`src/sv/mtc_pkg.sv`:
```
`timescale 1ns / 1ps
// ----------------------------------------------------------------------------
// mtc_pkg: shared types and tables of the Morse text codec
// Morse code table, job word passed from front to back, character codes.
// ----------------------------------------------------------------------------
package mtc_pkg;

    // Character codes
    localparam logic [7:0] CH_NUL   = 8'h00;
    localparam logic [7:0] CH_DOT   = 8'h2E;
    localparam logic [7:0] CH_DASH  = 8'h2D;
    localparam logic [7:0] CH_SPACE = 8'h20;
    localparam logic [7:0] CH_UPPER_A = 8'h41;
    localparam logic [7:0] CH_UPPER_Z = 8'h5A;
    localparam logic [7:0] CH_LOWER_A = 8'h61;
    localparam logic [7:0] CH_LOWER_Z = 8'h7A;
    localparam logic [7:0] CH_DIGIT_0 = 8'h30;
    localparam logic [7:0] CH_DIGIT_9 = 8'h39;

    // Direction register codes
    localparam logic DIR_ENCODE = 1'b0;
    localparam logic DIR_DECODE = 1'b1;

    localparam int NUM_LETTERS = 26;
    localparam int NUM_CODES   = 36;
    localparam int MAX_SYMBOLS = 5;

    // Default depth of the job queue between front and back
    localparam int JOB_DEPTH_DEFAULT = 2;

    // Morse codes as {length[2:0], pattern[4:0]}; symbol i in bit i, 1 = dash.
    // Letters A..Z, then digits 0..9.
    localparam logic [7:0] MORSE_CODE [NUM_CODES] = '{
        {3'd2, 5'b00010}, {3'd4, 5'b00001}, {3'd4, 5'b00101}, {3'd3, 5'b00001},
        {3'd1, 5'b00000}, {3'd4, 5'b00100}, {3'd3, 5'b00011}, {3'd4, 5'b00000},
        {3'd2, 5'b00000}, {3'd4, 5'b01110}, {3'd3, 5'b00101}, {3'd4, 5'b00010},
        {3'd2, 5'b00011}, {3'd2, 5'b00001}, {3'd3, 5'b00111}, {3'd4, 5'b00110},
        {3'd4, 5'b01011}, {3'd3, 5'b00010}, {3'd3, 5'b00000}, {3'd1, 5'b00001},
        {3'd3, 5'b00100}, {3'd4, 5'b01000}, {3'd3, 5'b00110}, {3'd4, 5'b01001},
        {3'd4, 5'b01101}, {3'd4, 5'b00011},
        {3'd5, 5'b11111}, {3'd5, 5'b11110}, {3'd5, 5'b11100}, {3'd5, 5'b11000},
        {3'd5, 5'b10000}, {3'd5, 5'b00000}, {3'd5, 5'b00001}, {3'd5, 5'b00011},
        {3'd5, 5'b00111}, {3'd5, 5'b01111}
    };

    // Kind of work handed to the back end
    typedef enum logic {
        JOB_SYMBOLS,    // emit a Morse code symbol by symbol, then a space
        JOB_SINGLE      // emit exactly one result word
    } job_kind_t;

    // One job word in the queue
    typedef struct packed {
        job_kind_t   kind;
        logic [4:0]  pattern;
        logic [2:0]  length;
        logic [7:0]  ch;
        logic        valid;
        logic        err;
        logic        eom;
    } job_t;

    // Result of a token lookup
    typedef struct packed {
        logic       hit;
        logic [7:0] ch;
    } lookup_t;

    // Table index to its uppercase letter or digit
    function automatic logic [7:0] index_char(input logic [5:0] idx);
        logic [7:0] r;
        if (idx < 6'(NUM_LETTERS))
        begin
            r = CH_UPPER_A + {2'b00, idx};
        end
        else
        begin
            r = CH_DIGIT_0 + {2'b00, idx} - 8'(NUM_LETTERS);
        end
        return r;
    endfunction

    // Pending token to its character; parallel compare against every code
    function automatic lookup_t token_lookup(input logic [2:0] len, input logic [4:0] pat);
        lookup_t r;
        r.hit = 1'b0;
        r.ch  = CH_NUL;
        for (int i = 0; i < NUM_CODES; i++)
        begin
            if (MORSE_CODE[i] == {len, pat})
            begin
                r.hit = 1'b1;
                r.ch  = index_char(6'(i));
            end
        end
        return r;
    endfunction

endpackage

```
`src/sv/mtc_front.sv`:
```
`timescale 1ns / 1ps
// ----------------------------------------------------------------------------
// mtc_front: input classifier of the Morse text codec
// One byte a cycle on accept; keeps token and error state, issues job words.
// ----------------------------------------------------------------------------
module mtc_front (
    input  logic          clk,
    input  logic          rst_n,
    input  logic          cfg_valid,
    input  logic          cfg_direction,
    input  logic          accept,
    input  logic [7:0]    char_in,
    input  logic          end_of_message,
    output logic          job_push,
    output mtc_pkg::job_t job
);
    import mtc_pkg::*;

    logic       direction_reg;
    logic [4:0] tok_pat_reg, tok_pat_next;
    logic [2:0] tok_len_reg, tok_len_next;
    logic       err_reg, err_next;

    logic       have;
    logic       is_sym;
    logic       is_dash;
    logic       enc_hit;
    logic [5:0] enc_idx;
    logic [4:0] new_pat;
    logic [2:0] new_len;
    lookup_t    lk;

    // Direction register
    always_ff @(posedge clk or negedge rst_n)
    begin
        if (!rst_n)
        begin
            direction_reg <= DIR_ENCODE;
        end
        else if (cfg_valid)
        begin
            direction_reg <= cfg_direction;
        end
    end

    // Encode classification: letter of either case or digit
    always_comb
    begin
        enc_hit = 1'b1;
        enc_idx = '0;
        if (char_in >= CH_LOWER_A && char_in <= CH_LOWER_Z)
        begin
            enc_idx = 6'(char_in - CH_LOWER_A);
        end
        else if (char_in >= CH_UPPER_A && char_in <= CH_UPPER_Z)
        begin
            enc_idx = 6'(char_in - CH_UPPER_A);
        end
        else if (char_in >= CH_DIGIT_0 && char_in <= CH_DIGIT_9)
        begin
            enc_idx = 6'(char_in - CH_DIGIT_0) + 6'(NUM_LETTERS);
        end
        else
        begin
            enc_hit = 1'b0;
        end
    end

    // Token extension and lookup of the token being flushed
    assign is_dash = (char_in == CH_DASH);
    assign is_sym  = is_dash || (char_in == CH_DOT);
    assign new_pat = tok_pat_reg | (5'(is_dash) << tok_len_reg);
    assign new_len = tok_len_reg + 3'd1;
    assign lk      = is_sym ? token_lookup(new_len, new_pat)
                            : token_lookup(tok_len_reg, tok_pat_reg);

    // Classification and next token state
    always_comb
    begin
        have         = 1'b0;
        job          = '0;
        job.kind     = JOB_SINGLE;
        job.eom      = end_of_message;
        tok_pat_next = tok_pat_reg;
        tok_len_next = tok_len_reg;
        err_next     = err_reg;

        if (!err_reg)
        begin
            if (direction_reg == DIR_ENCODE)
            begin
                have = 1'b1;
                if (enc_hit)
                begin
                    job.kind    = JOB_SYMBOLS;
                    job.length  = MORSE_CODE[enc_idx][7:5];
                    job.pattern = MORSE_CODE[enc_idx][4:0];
                end
                else
                begin
                    job.err  = 1'b1;
                    err_next = 1'b1;
                end
            end
            else if (is_sym)
            begin
                if (tok_len_reg >= 3'(MAX_SYMBOLS))
                begin
                    // overlong token
                    have         = 1'b1;
                    job.err      = 1'b1;
                    err_next     = 1'b1;
                    tok_pat_next = '0;
                    tok_len_next = '0;
                end
                else if (end_of_message)
                begin
                    have         = 1'b1;
                    job.ch       = lk.ch;
                    job.valid    = lk.hit;
                    job.err      = !lk.hit;
                    err_next     = !lk.hit;
                    tok_pat_next = '0;
                    tok_len_next = '0;
                end
                else
                begin
                    tok_pat_next = new_pat;
                    tok_len_next = new_len;
                end
            end
            else if (char_in == CH_SPACE)
            begin
                if (tok_len_reg != 3'd0)
                begin
                    have         = 1'b1;
                    job.ch       = lk.ch;
                    job.valid    = lk.hit;
                    job.err      = !lk.hit;
                    err_next     = !lk.hit;
                    tok_pat_next = '0;
                    tok_len_next = '0;
                end
            end
            else
            begin
                have         = 1'b1;
                job.err      = 1'b1;
                err_next     = 1'b1;
                tok_pat_next = '0;
                tok_len_next = '0;
            end
        end

        // end marker so the message end is always seen; then clear token and error state
        if (end_of_message)
        begin
            have         = 1'b1;
            tok_pat_next = '0;
            tok_len_next = '0;
            err_next     = 1'b0;
        end
    end

    assign job_push = accept && have;

    // Token and error state
    always_ff @(posedge clk or negedge rst_n)
    begin
        if (!rst_n)
        begin
            tok_pat_reg <= '0;
            tok_len_reg <= '0;
            err_reg     <= 1'b0;
        end
        else if (accept)
        begin
            tok_pat_reg <= tok_pat_next;
            tok_len_reg <= tok_len_next;
            err_reg     <= err_next;
        end
    end

endmodule

```
`src/sv/mtc_job_fifo.sv`:
```
`timescale 1ns / 1ps
// ----------------------------------------------------------------------------
// mtc_job_fifo: job queue between front and back
// Small show-ahead FIFO of job words; head word is visible while not empty.
// ----------------------------------------------------------------------------
module mtc_job_fifo #(
    parameter int DEPTH = mtc_pkg::JOB_DEPTH_DEFAULT
) (
    input  logic          clk,
    input  logic          rst_n,
    input  logic          wr_en,
    input  mtc_pkg::job_t wr_data,
    output logic          full,
    input  logic          rd_en,
    output mtc_pkg::job_t rd_data,
    output logic          empty
);
    import mtc_pkg::*;

    localparam int AW = (DEPTH > 1) ? $clog2(DEPTH) : 1;
    localparam int CW = $clog2(DEPTH + 1);

    job_t          mem_reg [DEPTH];
    logic [AW-1:0] wr_ptr_reg, rd_ptr_reg;
    logic [CW-1:0] count_reg;
    logic          do_wr, do_rd;

    assign full    = (count_reg == CW'(DEPTH));
    assign empty   = (count_reg == '0);
    assign do_wr   = wr_en && !full;
    assign do_rd   = rd_en && !empty;
    assign rd_data = mem_reg[rd_ptr_reg];

    // Storage
    always_ff @(posedge clk)
    begin
        if (do_wr)
        begin
            mem_reg[wr_ptr_reg] <= wr_data;
        end
    end

    // Pointers and fill count
    always_ff @(posedge clk or negedge rst_n)
    begin
        if (!rst_n)
        begin
            wr_ptr_reg <= '0;
            rd_ptr_reg <= '0;
            count_reg  <= '0;
        end
        else
        begin
            if (do_wr)
            begin
                wr_ptr_reg <= (wr_ptr_reg == AW'(DEPTH - 1)) ? '0 : wr_ptr_reg + AW'(1);
            end
            if (do_rd)
            begin
                rd_ptr_reg <= (rd_ptr_reg == AW'(DEPTH - 1)) ? '0 : rd_ptr_reg + AW'(1);
            end
            if (do_wr && !do_rd)
            begin
                count_reg <= count_reg + CW'(1);
            end
            else if (do_rd && !do_wr)
            begin
                count_reg <= count_reg - CW'(1);
            end
        end
    end

endmodule

```
`src/sv/mtc_back.sv`:
```
`timescale 1ns / 1ps
// ----------------------------------------------------------------------------
// mtc_back: result sequencer of the Morse text codec
// Expands jobs to result words in an output register, one a cycle unless held.
// ----------------------------------------------------------------------------
module mtc_back (
    input  logic          clk,
    input  logic          rst_n,
    input  logic          job_valid,
    input  mtc_pkg::job_t job,
    output logic          job_pop,
    output logic          empty,
    input  logic          pop,
    output logic [7:0]    char_out,
    output logic          char_valid,
    output logic          error,
    output logic          last_of_run,
    output logic          message_end
);
    import mtc_pkg::*;

    logic       out_valid_reg, out_valid_next;
    logic [2:0] step_reg, step_next;
    logic [7:0] ch_reg, ch_next;
    logic       val_reg, val_next;
    logic       err_reg, err_next;
    logic       last_reg, last_next;
    logic       me_reg, me_next;
    logic       advance;

    // Output register is free when empty or being taken
    assign advance = !out_valid_reg || pop;

    // Next result word from the head job
    always_comb
    begin
        job_pop        = 1'b0;
        out_valid_next = out_valid_reg;
        step_next      = step_reg;
        ch_next        = ch_reg;
        val_next       = val_reg;
        err_next       = err_reg;
        last_next      = last_reg;
        me_next        = me_reg;
        if (advance)
        begin
            out_valid_next = job_valid;
            if (job_valid)
            begin
                unique case (job.kind)
                    JOB_SYMBOLS:
                    begin
                        val_next = 1'b1;
                        err_next = 1'b0;
                        if (step_reg < job.length)
                        begin
                            ch_next   = job.pattern[step_reg] ? CH_DASH : CH_DOT;
                            last_next = 1'b0;
                            me_next   = 1'b0;
                            step_next = step_reg + 3'd1;
                        end
                        else
                        begin
                            // trailing space closes the character
                            ch_next   = CH_SPACE;
                            last_next = 1'b1;
                            me_next   = job.eom;
                            step_next = '0;
                            job_pop   = 1'b1;
                        end
                    end
                    JOB_SINGLE:
                    begin
                        ch_next   = job.ch;
                        val_next  = job.valid;
                        err_next  = job.err;
                        last_next = 1'b1;
                        me_next   = job.eom;
                        job_pop   = 1'b1;
                    end
                    default:
                    begin
                        job_pop = 1'b0;
                    end
                endcase
            end
        end
    end

    // Control registers
    always_ff @(posedge clk or negedge rst_n)
    begin
        if (!rst_n)
        begin
            out_valid_reg <= 1'b0;
            step_reg      <= '0;
        end
        else
        begin
            out_valid_reg <= out_valid_next;
            step_reg      <= step_next;
        end
    end

    // Result payload
    always_ff @(posedge clk)
    begin
        ch_reg   <= ch_next;
        val_reg  <= val_next;
        err_reg  <= err_next;
        last_reg <= last_next;
        me_reg   <= me_next;
    end

    assign empty       = !out_valid_reg;
    assign char_out    = ch_reg;
    assign char_valid  = val_reg;
    assign error       = err_reg;
    assign last_of_run = last_reg;
    assign message_end = me_reg;

endmodule

```
`src/sv/morse_text_codec.sv`:
```
`timescale 1ns / 1ps
// ----------------------------------------------------------------------------
// morse_text_codec: ASCII to Morse encoder and Morse to ASCII decoder
// Front end classifies bytes and keeps token state; back end emits results.
// ----------------------------------------------------------------------------
//  channel   handshake              payload
//  input     push / full            char_in, end_of_message
//  result    empty / pop            char_out, char_valid, error,
//                                   last_of_run, message_end
//  config    cfg_valid / cfg_ready  cfg_direction
//
//  The front end takes one byte per cycle while the job queue has room.
//  Encoding a character gives a result word per symbol and a trailing space,
//  one a cycle from the back-end sequencer unless pop stalls; a decode or
//  error job gives one word. Results pass the queue, then the output register.
//  Reset clears token, error and direction state and empties both stages.
//  A stalled pop holds the result register and, once the queue fills, full.
// ----------------------------------------------------------------------------
module morse_text_codec #(
    parameter int JOB_DEPTH = mtc_pkg::JOB_DEPTH_DEFAULT
) (
    input  logic       clk,
    input  logic       rst_n,
    input  logic       push,
    output logic       full,
    input  logic [7:0] char_in,
    input  logic       end_of_message,
    output logic       empty,
    input  logic       pop,
    output logic [7:0] char_out,
    output logic       char_valid,
    output logic       error,
    output logic       last_of_run,
    output logic       message_end,
    input  logic       cfg_valid,
    output logic       cfg_ready,
    input  logic       cfg_direction
);
    import mtc_pkg::*;

    logic accept;
    logic job_push;
    job_t job_in;
    job_t job_head;
    logic job_empty;
    logic job_pop;

    assign cfg_ready = 1'b1;
    assign accept    = push && !full;

    // Front: classify bytes
    mtc_front u_front (
        .clk            (clk),
        .rst_n          (rst_n),
        .cfg_valid      (cfg_valid),
        .cfg_direction  (cfg_direction),
        .accept         (accept),
        .char_in        (char_in),
        .end_of_message (end_of_message),
        .job_push       (job_push),
        .job            (job_in)
    );

    // Job queue
    mtc_job_fifo #(
        .DEPTH (JOB_DEPTH)
    ) u_job_fifo (
        .clk     (clk),
        .rst_n   (rst_n),
        .wr_en   (job_push),
        .wr_data (job_in),
        .full    (full),
        .rd_en   (job_pop),
        .rd_data (job_head),
        .empty   (job_empty)
    );

    // Back: emit result words
    mtc_back u_back (
        .clk         (clk),
        .rst_n       (rst_n),
        .job_valid   (!job_empty),
        .job         (job_head),
        .job_pop     (job_pop),
        .empty       (empty),
        .pop         (pop),
        .char_out    (char_out),
        .char_valid  (char_valid),
        .error       (error),
        .last_of_run (last_of_run),
        .message_end (message_end)
    );

    // Error words carry no character
    assert property (@(posedge clk) disable iff (!rst_n)
        !empty && error |-> !char_valid && char_out == CH_NUL)
        else $error("error word carries a character");

    // Message end only closes the run of an input byte
    assert property (@(posedge clk) disable iff (!rst_n)
        !empty && message_end |-> last_of_run)
        else $error("message end on a word that is not last of run");

    // A symbol word is always followed by more words of the same run
    assert property (@(posedge clk) disable iff (!rst_n)
        !empty && pop && !last_of_run |=> !job_empty || !empty)
        else $error("run ended without its last word");

endmodule

```
`config.mk`:
```
export PLATFORM = sky130hd
export DESIGN_NAME = morse_text_codec
export DESIGN_NICKNAME = d
export VERILOG_FILES = /design/src/sv/mtc_pkg.sv /design/src/sv/mtc_front.sv /design/src/sv/mtc_job_fifo.sv /design/src/sv/mtc_back.sv /design/src/sv/morse_text_codec.sv
export SDC_FILE = /design/constraint.sdc
export NUM_CORES = 1
export LEC_CHECK = 0
export ABC_AREA = 1
export BUFFER_PORTS_ARGS = -buffer_cell sky130_fd_sc_hd__buf_2
export CORE_MARGIN = 3
export CORE_UTILIZATION = 62
export CTS_CLUSTER_DIAMETER = 30
export DETAILED_ROUTE_END_ITERATION = 12
export MAX_ROUTING_LAYER = met4
export PLACE_DENSITY = 0.81
export SYNTH_ARGS = -nofsm -noshare
export SYNTH_HDL_FRONTEND = slang
export SYNTH_SLANG_ARGS = --single-unit
```
`constraint.sdc`:
```
create_clock -name clk -period 3.6 [get_ports clk]
set_input_delay 0.9 -clock clk [delete_from_list [all_inputs] [get_ports clk]]
set_output_delay 0.9 -clock clk [all_outputs]
set_load 0.01 [all_outputs]
```
# Yosys cells after proc, flatten, opt, wreduce, memory -nomap -nowiden
# Memory sizes are Yosys's and may differ from the RTL's.
# Index checks and enable logic that the tools add are counted.
# W data, S select, Z words.
# word_totals
ff_bits	30
ram_bits	40
mem_bits_ro	512
word_cells	284
mem_count	2
# memory_table
name	depth	width	rd	rd_clocked_by_memory_dff	wr	line	rtl
(no name shown)	64	8	1	0	0	mtc_front.sv:96	job.length = MORSE_CODE[enc_idx][7:5];
u_job_fifo.mem_reg	2	20	1	0	1	mtc_job_fifo.sv:23	job_t mem_reg [DEPTH];
# classes
add_sub_neg	10
magnitude_cmp	10
n_eq_ne	78
shifts	1
n_mux	141
bitwise_logic	4
reduce_logical	24
# op_table
operator	count
$mux W9	78
$eq A8 B8 Y1 const A	44
$eq A7 B8 Y1 const A	24
$mux W5	7
$eq A6 B8 Y1 const A	4
$mux W10	3
$mux W1	29
$eq A8 B6 Y1 const B	3
$mux W3	8
$mux W8	3
$mux W19	1
$mux W6	3
$ge A8 B7 Y1 const B	2
$le A8 B7 Y1 const B	2
$pmux W8 S2	1
$sub A6 B6 Y6 const B	2
$logic_and A1 B1 Y1	9
$ge A8 B6 Y1 const B	1
$le A8 B6 Y1 const B	1
$pmux W1 S2	4
$ge A7 B7 Y1 const B	1
$not A6 Y7	1
$add A3 B1 Y3 const B	2
$add A6 B5 Y6 const B	1
23 further kinds	34

# Longest topological paths before layout
# Gate-level depths: netlist (run 1).
# logic_depth
ltp_word	48
mapped_depth	21
mapped_depth_nobuf	21

# By module
# Synthesis (run 1) repeated with hierarchy kept, for this count alone.
# hier_totals
cells_unflattened	735
area_unflattened_um2	5326.4
# by_module_without_submodules
mod	n_inst	cells_per_inst	area_per_inst_um2	seq_area_each_um2
mtc_front	1	510	2807.7	250.2
mtc_job_fifo	1	136	1680.4	1301.2
mtc_back	1	84	813.3	460.4
morse_text_codec	1	5	25.0	0.0

# Worst setup path before layout (run 1)
# No wires, ideal clock.
# synth_path
kind	input to register
startpoint	input char_in[5]
endpoint	memory u_job_fifo.mem_reg[1][0] (netlist bit), enable pin
setup_ps	396
arrival_ps	2952
required_time_ps	3204
slack_ps	252
cell_stages	11
cell_sequence	buf_2 nand2_2 nor2_4 inv_1 nor2_1 inv_1 o21ai_0 inv_1 nand2_1 a31oi_1 nor2_1
# synth_between
elab_chain_cells	10
word_cells_on_any_way	13
cone_classes	eq/ne: 3; mux: 7; reduce/logical: 3
# synth_lines
element	line	rtl
start, declared	morse_text_codec.sv:26	input logic [7:0] char_in,
$eq A8 B6 Y1, on equally long branches	mtc_front.sv:132, mtc_front.sv:70, mtc_front.sv:71	
$mux W1 / $logic_or A1 B1 Y1 (equally long branches)	mtc_front.sv:132, mtc_front.sv:71	
$mux W1 *	mtc_front.sv:105	else if (is_sym)
$mux W1 *	mtc_front.sv:90	if (direction_reg == DIR_ENCODE)
$mux W1 *	mtc_front.sv:88	if (!err_reg)
$mux W1 *	mtc_front.sv:156	if (end_of_message)
$logic_and A1 B1 Y1 *	mtc_front.sv:165	assign job_push = accept && have;
$logic_and A1 B1 Y1 *	mtc_job_fifo.sv:30	assign do_wr = wr_en && !full;
$mux W1 *	mtc_job_fifo.sv:37	if (do_wr)
$mux W1 (implied by the code) *	mtc_job_fifo.sv:39	mem_reg[wr_ptr_reg] <= wr_data;
end, declared	mtc_job_fifo.sv:23	
# Every way passes the cells marked *; elsewhere a longest branch is shown, timed or not.

==> impl_metrics.toml, run 1 <==
[floorplanning]
rows = 31
core-area_sq_um = 7490
die_area_sq_um = 9050
die_y_um = 95.1
die_w_um = 95.1
num_io_pins = 30
start_util_pct = 65.8

[finish]
drive_gt1_share_pct = 15.3
multi_input_area_sq_um = 2540
synthToLayoutAreaGrowth_pct = 11.3
regArea_sq_um = 1920
final_util_pct = 73.2
nFillCells = 584
largest_register_ffs = 38
fin_nets = 742
instances_no_fill = 812
design_area_sq_um = 5480
diodes = 0

[cts]
cts_max_level = 3
clk_pin_slew_ns = 0.09
insertion_delay_ns = 0.34
root_buffer = "clkbuf_8"
numCtsBuffers = 9
cts_tree = "built"
clk_path_buf_depth = 2
cts.sinks = 67

[route]
vias_per_cell = 5.84
wl_mm = 12.5
ant_nets = 0
wire_per_inst_um = 15.4
via_count = 4740
drc = 0
drt-met1-wl_mm = 5.26
dr.pass1.iters = 5
wl_met3_um = 946
dr.first_iter.drc_count = 471
wl_met2_mm = 5.99
topRoutingLayerUsed = "met4"

[worst_setup_path]
cp.required_ns = 3.68
critPathLaunchType = "input pin"
crit_path_end_kind = "flop"
worstPathArrival_ns = 3.37
critPathKind = "in2reg"
crit_fanout = 7

[timing]
maxSlewHeadroom_pct = 45.0
report.final.slew_viol_count = 0
max_freq_mhz = 304
fin_crit_ns = 3.29
fin_skew_ns = 0.0154
rsz0062_at_grt = "false"
post-route-period-util_pct = 91.3
setup-violations-final = 0
fin_hold_ws_ns = 0.484
tns_ns = 0
timing_hold_violations_final = 0
max_slew.worst_pin.slew_ns = 0.822

[pwr]
p_per_area_nw_per_um2 = 502
p_leak_uw = 0.00256
vdd_drop_max_uv = 237

[logic_synthesis]
async_reset_ff_share_pct = 26.9
synth_cells = 660
ys_ff_latch = 67
synthesis.nets = 694
yosys_warnings = 0
synth_edf_count = 49
synth_top_area_cell = "edfxtp_1"
ys_top_cells_by_area = "edfxtp_1, nand2_1, dfrtp_1"
yosysSeqAreaShare_pct = 39.0
synth_common_cells = "nand2_1, inv_1, nor2_1"
synth.most_common_cell = "nand2_1"
synthesis.area_sq_um = 4930
synth.distinct_cells = 54
yosysTopAreaCellShare_pct = 29.9
synth_flop_cell = "edfxtp_1"
syn_avg_cell_area_sq_um = 7.47

[run]
maxCapViolations = 0

[global_route]
grt_max_degree = 19
antenna_found_initial = 0
grt_pass1_wl_mm = 21.0
grt_usage_pct = 30.4
grt_pass1_vias = 4605
grt.overflow.total = 0

[status]
status = "complete, no violations"

[placement]
postPlaceCellArea_sq_um = 5270
routabilityCongestion = 1.08
port_buffers = 27
hpwl_mm = 9.62
post-place-cells = 795

[hold_path]
hp-class = "in2async"
cell usage in the layout, fill, tap and decap left out, types with 3 or more instances in the layout:
cell type / instances
edfxtp_1: 49
nand2_1: 120
o21ai_1: 8
ha_1: 19
o211ai_1: 5
clkbuf_8: 9
a31oi_1: 6
nor2_4: 6
nand4_1: 17
clkinvlp_4: 3
nor2_1: 94
mux2i_1: 3
o22ai_1: 8
o22ai_2: 3
nand3_1: 33
nor2_2: 7
dfrtp_1: 18
xor2_1: 6
a21oi_1: 25
inv_1: 101
nor3b_1: 4
buf_4: 19
nor4_1: 3
inv_2: 9
o21ai_0: 47
nand2_2: 9
buf_2: 27
nor3_1: 15
final timing paths:
kind / start / end / slack [ns] / depth (start not counted)
worst max-delay path: char_in[1] / u_job_fifo.mem_reg[0][16]$_DFFE_PP_ / 0.31 / 21
worst min-delay path: rst_n / u_front.tok_pat_reg[1]$_DFFE_PN0P_ / 0.48 / 1
worst max register to register: u_front.tok_len_reg[0]$_DFFE_PN0P_ / u_job_fifo.mem_reg[1][1]$_DFFE_PP_ / 0.61 / 16
worst min register to register: u_job_fifo.count_reg[1]$_DFFE_PN0P_ / u_back.out_valid_reg$_DFFE_PN0N_ / 0.53 / 2
max in group asynchronous: rst_n / u_back.out_valid_reg$_DFFE_PN0N_ / 2.81 / 1
min in group clk: u_job_fifo.count_reg[1]$_DFFE_PN0P_ / u_back.out_valid_reg$_DFFE_PN0N_ / 0.53 / 2
per-stage QoR:
stage	total power, uW	setup WS [ns]
after floorplan	1810	0.252
after global placement	2050	0.0761
after detailed placement	2120	-0.159
after CTS	2750	0.181
after global routing	2920	0.0105
final	2750	0.314
metal layers:
metal  global-route usage, %  vias to the layer above
met1                    37.5                     2153
li1                        -                     2303
met2                    49.4                      252
met3                    6.24                       32
met5                       -                        -
met4                    11.4                        0
critical path, cell delays in order:
cell,delay [ns]
buf_2,0.16
inv_1,0.11
ha_1,0.22
inv_1,0.12
nand4_1,0.14
o21ai_1,0.12
nand2_1,0.07
nand4_1,0.13
nand2_2,0.10
inv_2,0.09
o22ai_2,0.07
buf_4,0.16
ha_1,0.20
inv_1,0.12
nand2_1,0.10
nand2_1,0.07
nand2_1,0.09
o311ai_1,0.08
nand3_1,0.10
o211ai_1,0.12
inv_1,0.08
power by group:
group / total, uW / switching [uW] / leakage (uW) / internal, uW
combinational: 921 / 601 / 0.00178 / 319
sequential: 1220 / 111 / 0.000693 / 1110
clock: 618 / 298 / 0.0000885 / 320
what timing repair did:
| action | in CTS | in global routing |
|---|---|---|
| gates resized for setup | 0 | 5 |
| hold buffers | 0 | 0 |
| setup endpoints to repair | 0 | 12 |
| setup buffers | 0 | 1 |
cell families after synthesis:
kind of cell / after synthesis / share of synthesized area, %
AOI/OAI and AO/OA: 119 / 14.3
xor gates and xnor gates: 8 / 1.42
adders and majority gates: 19 / 4.82
buffers and inverters: 121 / 9.52
DFF: 67 / 39.0
muxes: 3 / 0.609
other: 2 / 0.152
and+or+nand+nor: 321 / 30.1
area by class of cell:
cell class / instances / area share [%]
multi-input cells: 472 / 46.4
flip-flops and latches: 67 / 35.1
inverters: 112 / 7.67
repair buffers: 46 / 5.07
clock buffers: 10 / 2.33
well taps: 99 / 2.26
clock inverters: 6 / 1.21
Power figures use the tool's default switching activity.
==> run 2, diff against run 1 <==
Settings changed: CORE_MARGIN 3 to default.
==> run 2 against run 1 <==
Net effect:
- first-iteration DRC count down 0.42%
- global-route usage up 1.9 points
- die area down 8.2%
- design area up 0.34%
- sequential share of layout area down 0.12 points
- clock power up 4.7%
==> impl_metrics.toml, run 2 (synthesis gave the netlist of run 1 again) <==
[status]
status = "complete, no violations"

[finish]
final_util_pct = 71.6
final_cell_mix = "nand2_1, inv_1, nor2_1"
fin_nets = 740
largest_register_ffs = 38
diodes = 0
synthToLayoutAreaGrowth_pct = 11.7
layout_commonest_cell = "nand2_1"
drive_gt1_share_pct = 14.8

[cts]
clk_path_buf_depth = 2
ctsHoldBuffers = 0
cts_tree = "built"
root_buffer = "clkbuf_8"
cts.sinks = 67
clk_pin_slew_ns = 0.08
postCtsSetupRepairBufs = 0
insertion_delay_ns = 0.35
numCtsBuffers = 9
cts_resized = 0
cts_max_level = 3

[worst_setup_path]
r2r_start = "u_front.tok_len_reg[0]$_DFFE_PN0P_"
crit_path_end_kind = "flop"
setup.worst_path.start = "char_in[0]"
critPathLaunchType = "input pin"
worstPathArrival_ns = 3.38
cp.required_ns = 3.69
critPathKind = "in2reg"
crit_fanout = 6

[global_route]
grt_usage_pct = 32.3
grt_pass1_wl_mm = 20.6
grt_pass1_vias = 4460
antenna_found_initial = 0
grt_max_degree = 20
grt.overflow.total = 0

[route]
ant_nets = 0
dr.first_iter.drc_count = 469
wire_per_inst_um = 15.2
vias_per_cell = 5.77
wl_mm = 12.4
dr.pass1.iters = 6
via_count = 4694
drc = 0

[timing]
setup_ws_ns = 0.316
post-route-period-util_pct = 91.2
tns_ns = 0
fin_crit_ns = 3.28
rsz0062_at_grt = "false"
report.final.slew_viol_count = 0
max_freq_mhz = 305
setup-violations-final = 0
timing_hold_violations_final = 0
fin_skew_ns = 0.00946
fin_hold_ws_ns = 0.483

[pwr]
internal_power_uw = 1780
p_comb_share_pct = 34.3
p_seq_share_pct = 42.7
clockPowerShare_pct = 22.9
p_total_uw = 2820
p_sw_uw = 1040
p_per_area_nw_per_um2 = 513
vdd_drop_max_uv = 222
p_leak_uw = 0.00257
switching_share_pct = 37.0

[floorplanning]
die_area_sq_um = 8310
core-area_sq_um = 7690
start_util_pct = 64.1
num_io_pins = 30
die_w_um = 91.1
die_y_um = 91.1
rows = 32

[hold_path]
hp-class = "in2async"

[placement]
routabilityCongestion = 1.01
hpwl_mm = 9.33
dp_slack_ns = 0.0356
port_buffers = 27

[run]
maxCapViolations = 0
## run 2: cell type report
| cell class | count | area [sq um] |
|---|---|---|
| Clock buffer | 9 | 124 |
| Clock inverter | 7 | 83.8 |
| Fill cell | 601 | 2190 |
| Inverter | 112 | 420 |
| Multi-Input combinational cell | 472 | 2540 |
| Sequential cell | 67 | 1920 |
| Tap cell | 102 | 128 |
| Timing Repair Buffer | 44 | 288 |
## run 2: path summary, 6_finish.rpt
kind                                                        to  slack (ns)  cells after the start
setup / recovery           u_job_fifo.mem_reg[0][18]$_DFFE_PP_        0.32                     14
min in group clk              u_back.out_valid_reg$_DFFE_PN0N_        0.52                      2
hold reg to reg               u_back.out_valid_reg$_DFFE_PN0N_        0.52                      2
max in group asynchronous       u_back.step_reg[0]$_DFFE_PN0P_        2.79                      1
hold / removal               u_job_fifo.rd_ptr_reg$_DFFE_PN0P_        0.48                      1
setup reg to reg            u_job_fifo.mem_reg[1][1]$_DFFE_PP_        0.65                     17
## run 2: per-layer routing
| layer | GRT usage [%] | up-vias | share of wire (%) |
|---|---|---|---|
| met5 | - | - | 0 |
| met4 | 10.1 | 0 | 2.1 |
| met3 | 4.36 | 29 | 6.6 |
| met2 | 54.8 | 220 | 49 |
| met1 | 40.3 | 2154 | 42 |
| li1 | - | 2291 | - |
## run 2: power groups by stage
stage          clock network [uW]  registers [uW]  logic (uW)
4_1_cts                       652            1200         961
2_1_floorplan                   0            1230         586
3_5_place_dp                    0            1220         938
5_1_grt                       679            1230        1080
6_report                      647            1210         968
3_3_place_gp                    0            1210         890
## run 2: worst max-delay path, cell delays in order
cell and delay (ns):
buf_2 0.13, inv_1 0.11, ha_1 0.24, nand4_1 0.15, o21ai_0 0.12, nand2_1 0.08, nand4_1 0.11, nand2_1 0.12
o21ai_1 0.32, inv_1 0.19, ha_1 0.27, nand2_1 0.11, inv_1 0.06, nor4b_1 0.46
## run 2: metrics by stage
stage / instances / cell area, sq um
final: 813 / 5500
after global routing: 813 / 5500
after CTS: 813 / 5500
after detailed placement: 797 / 5290
after global placement: 797 / 5290
after floorplan: 660 / 4930
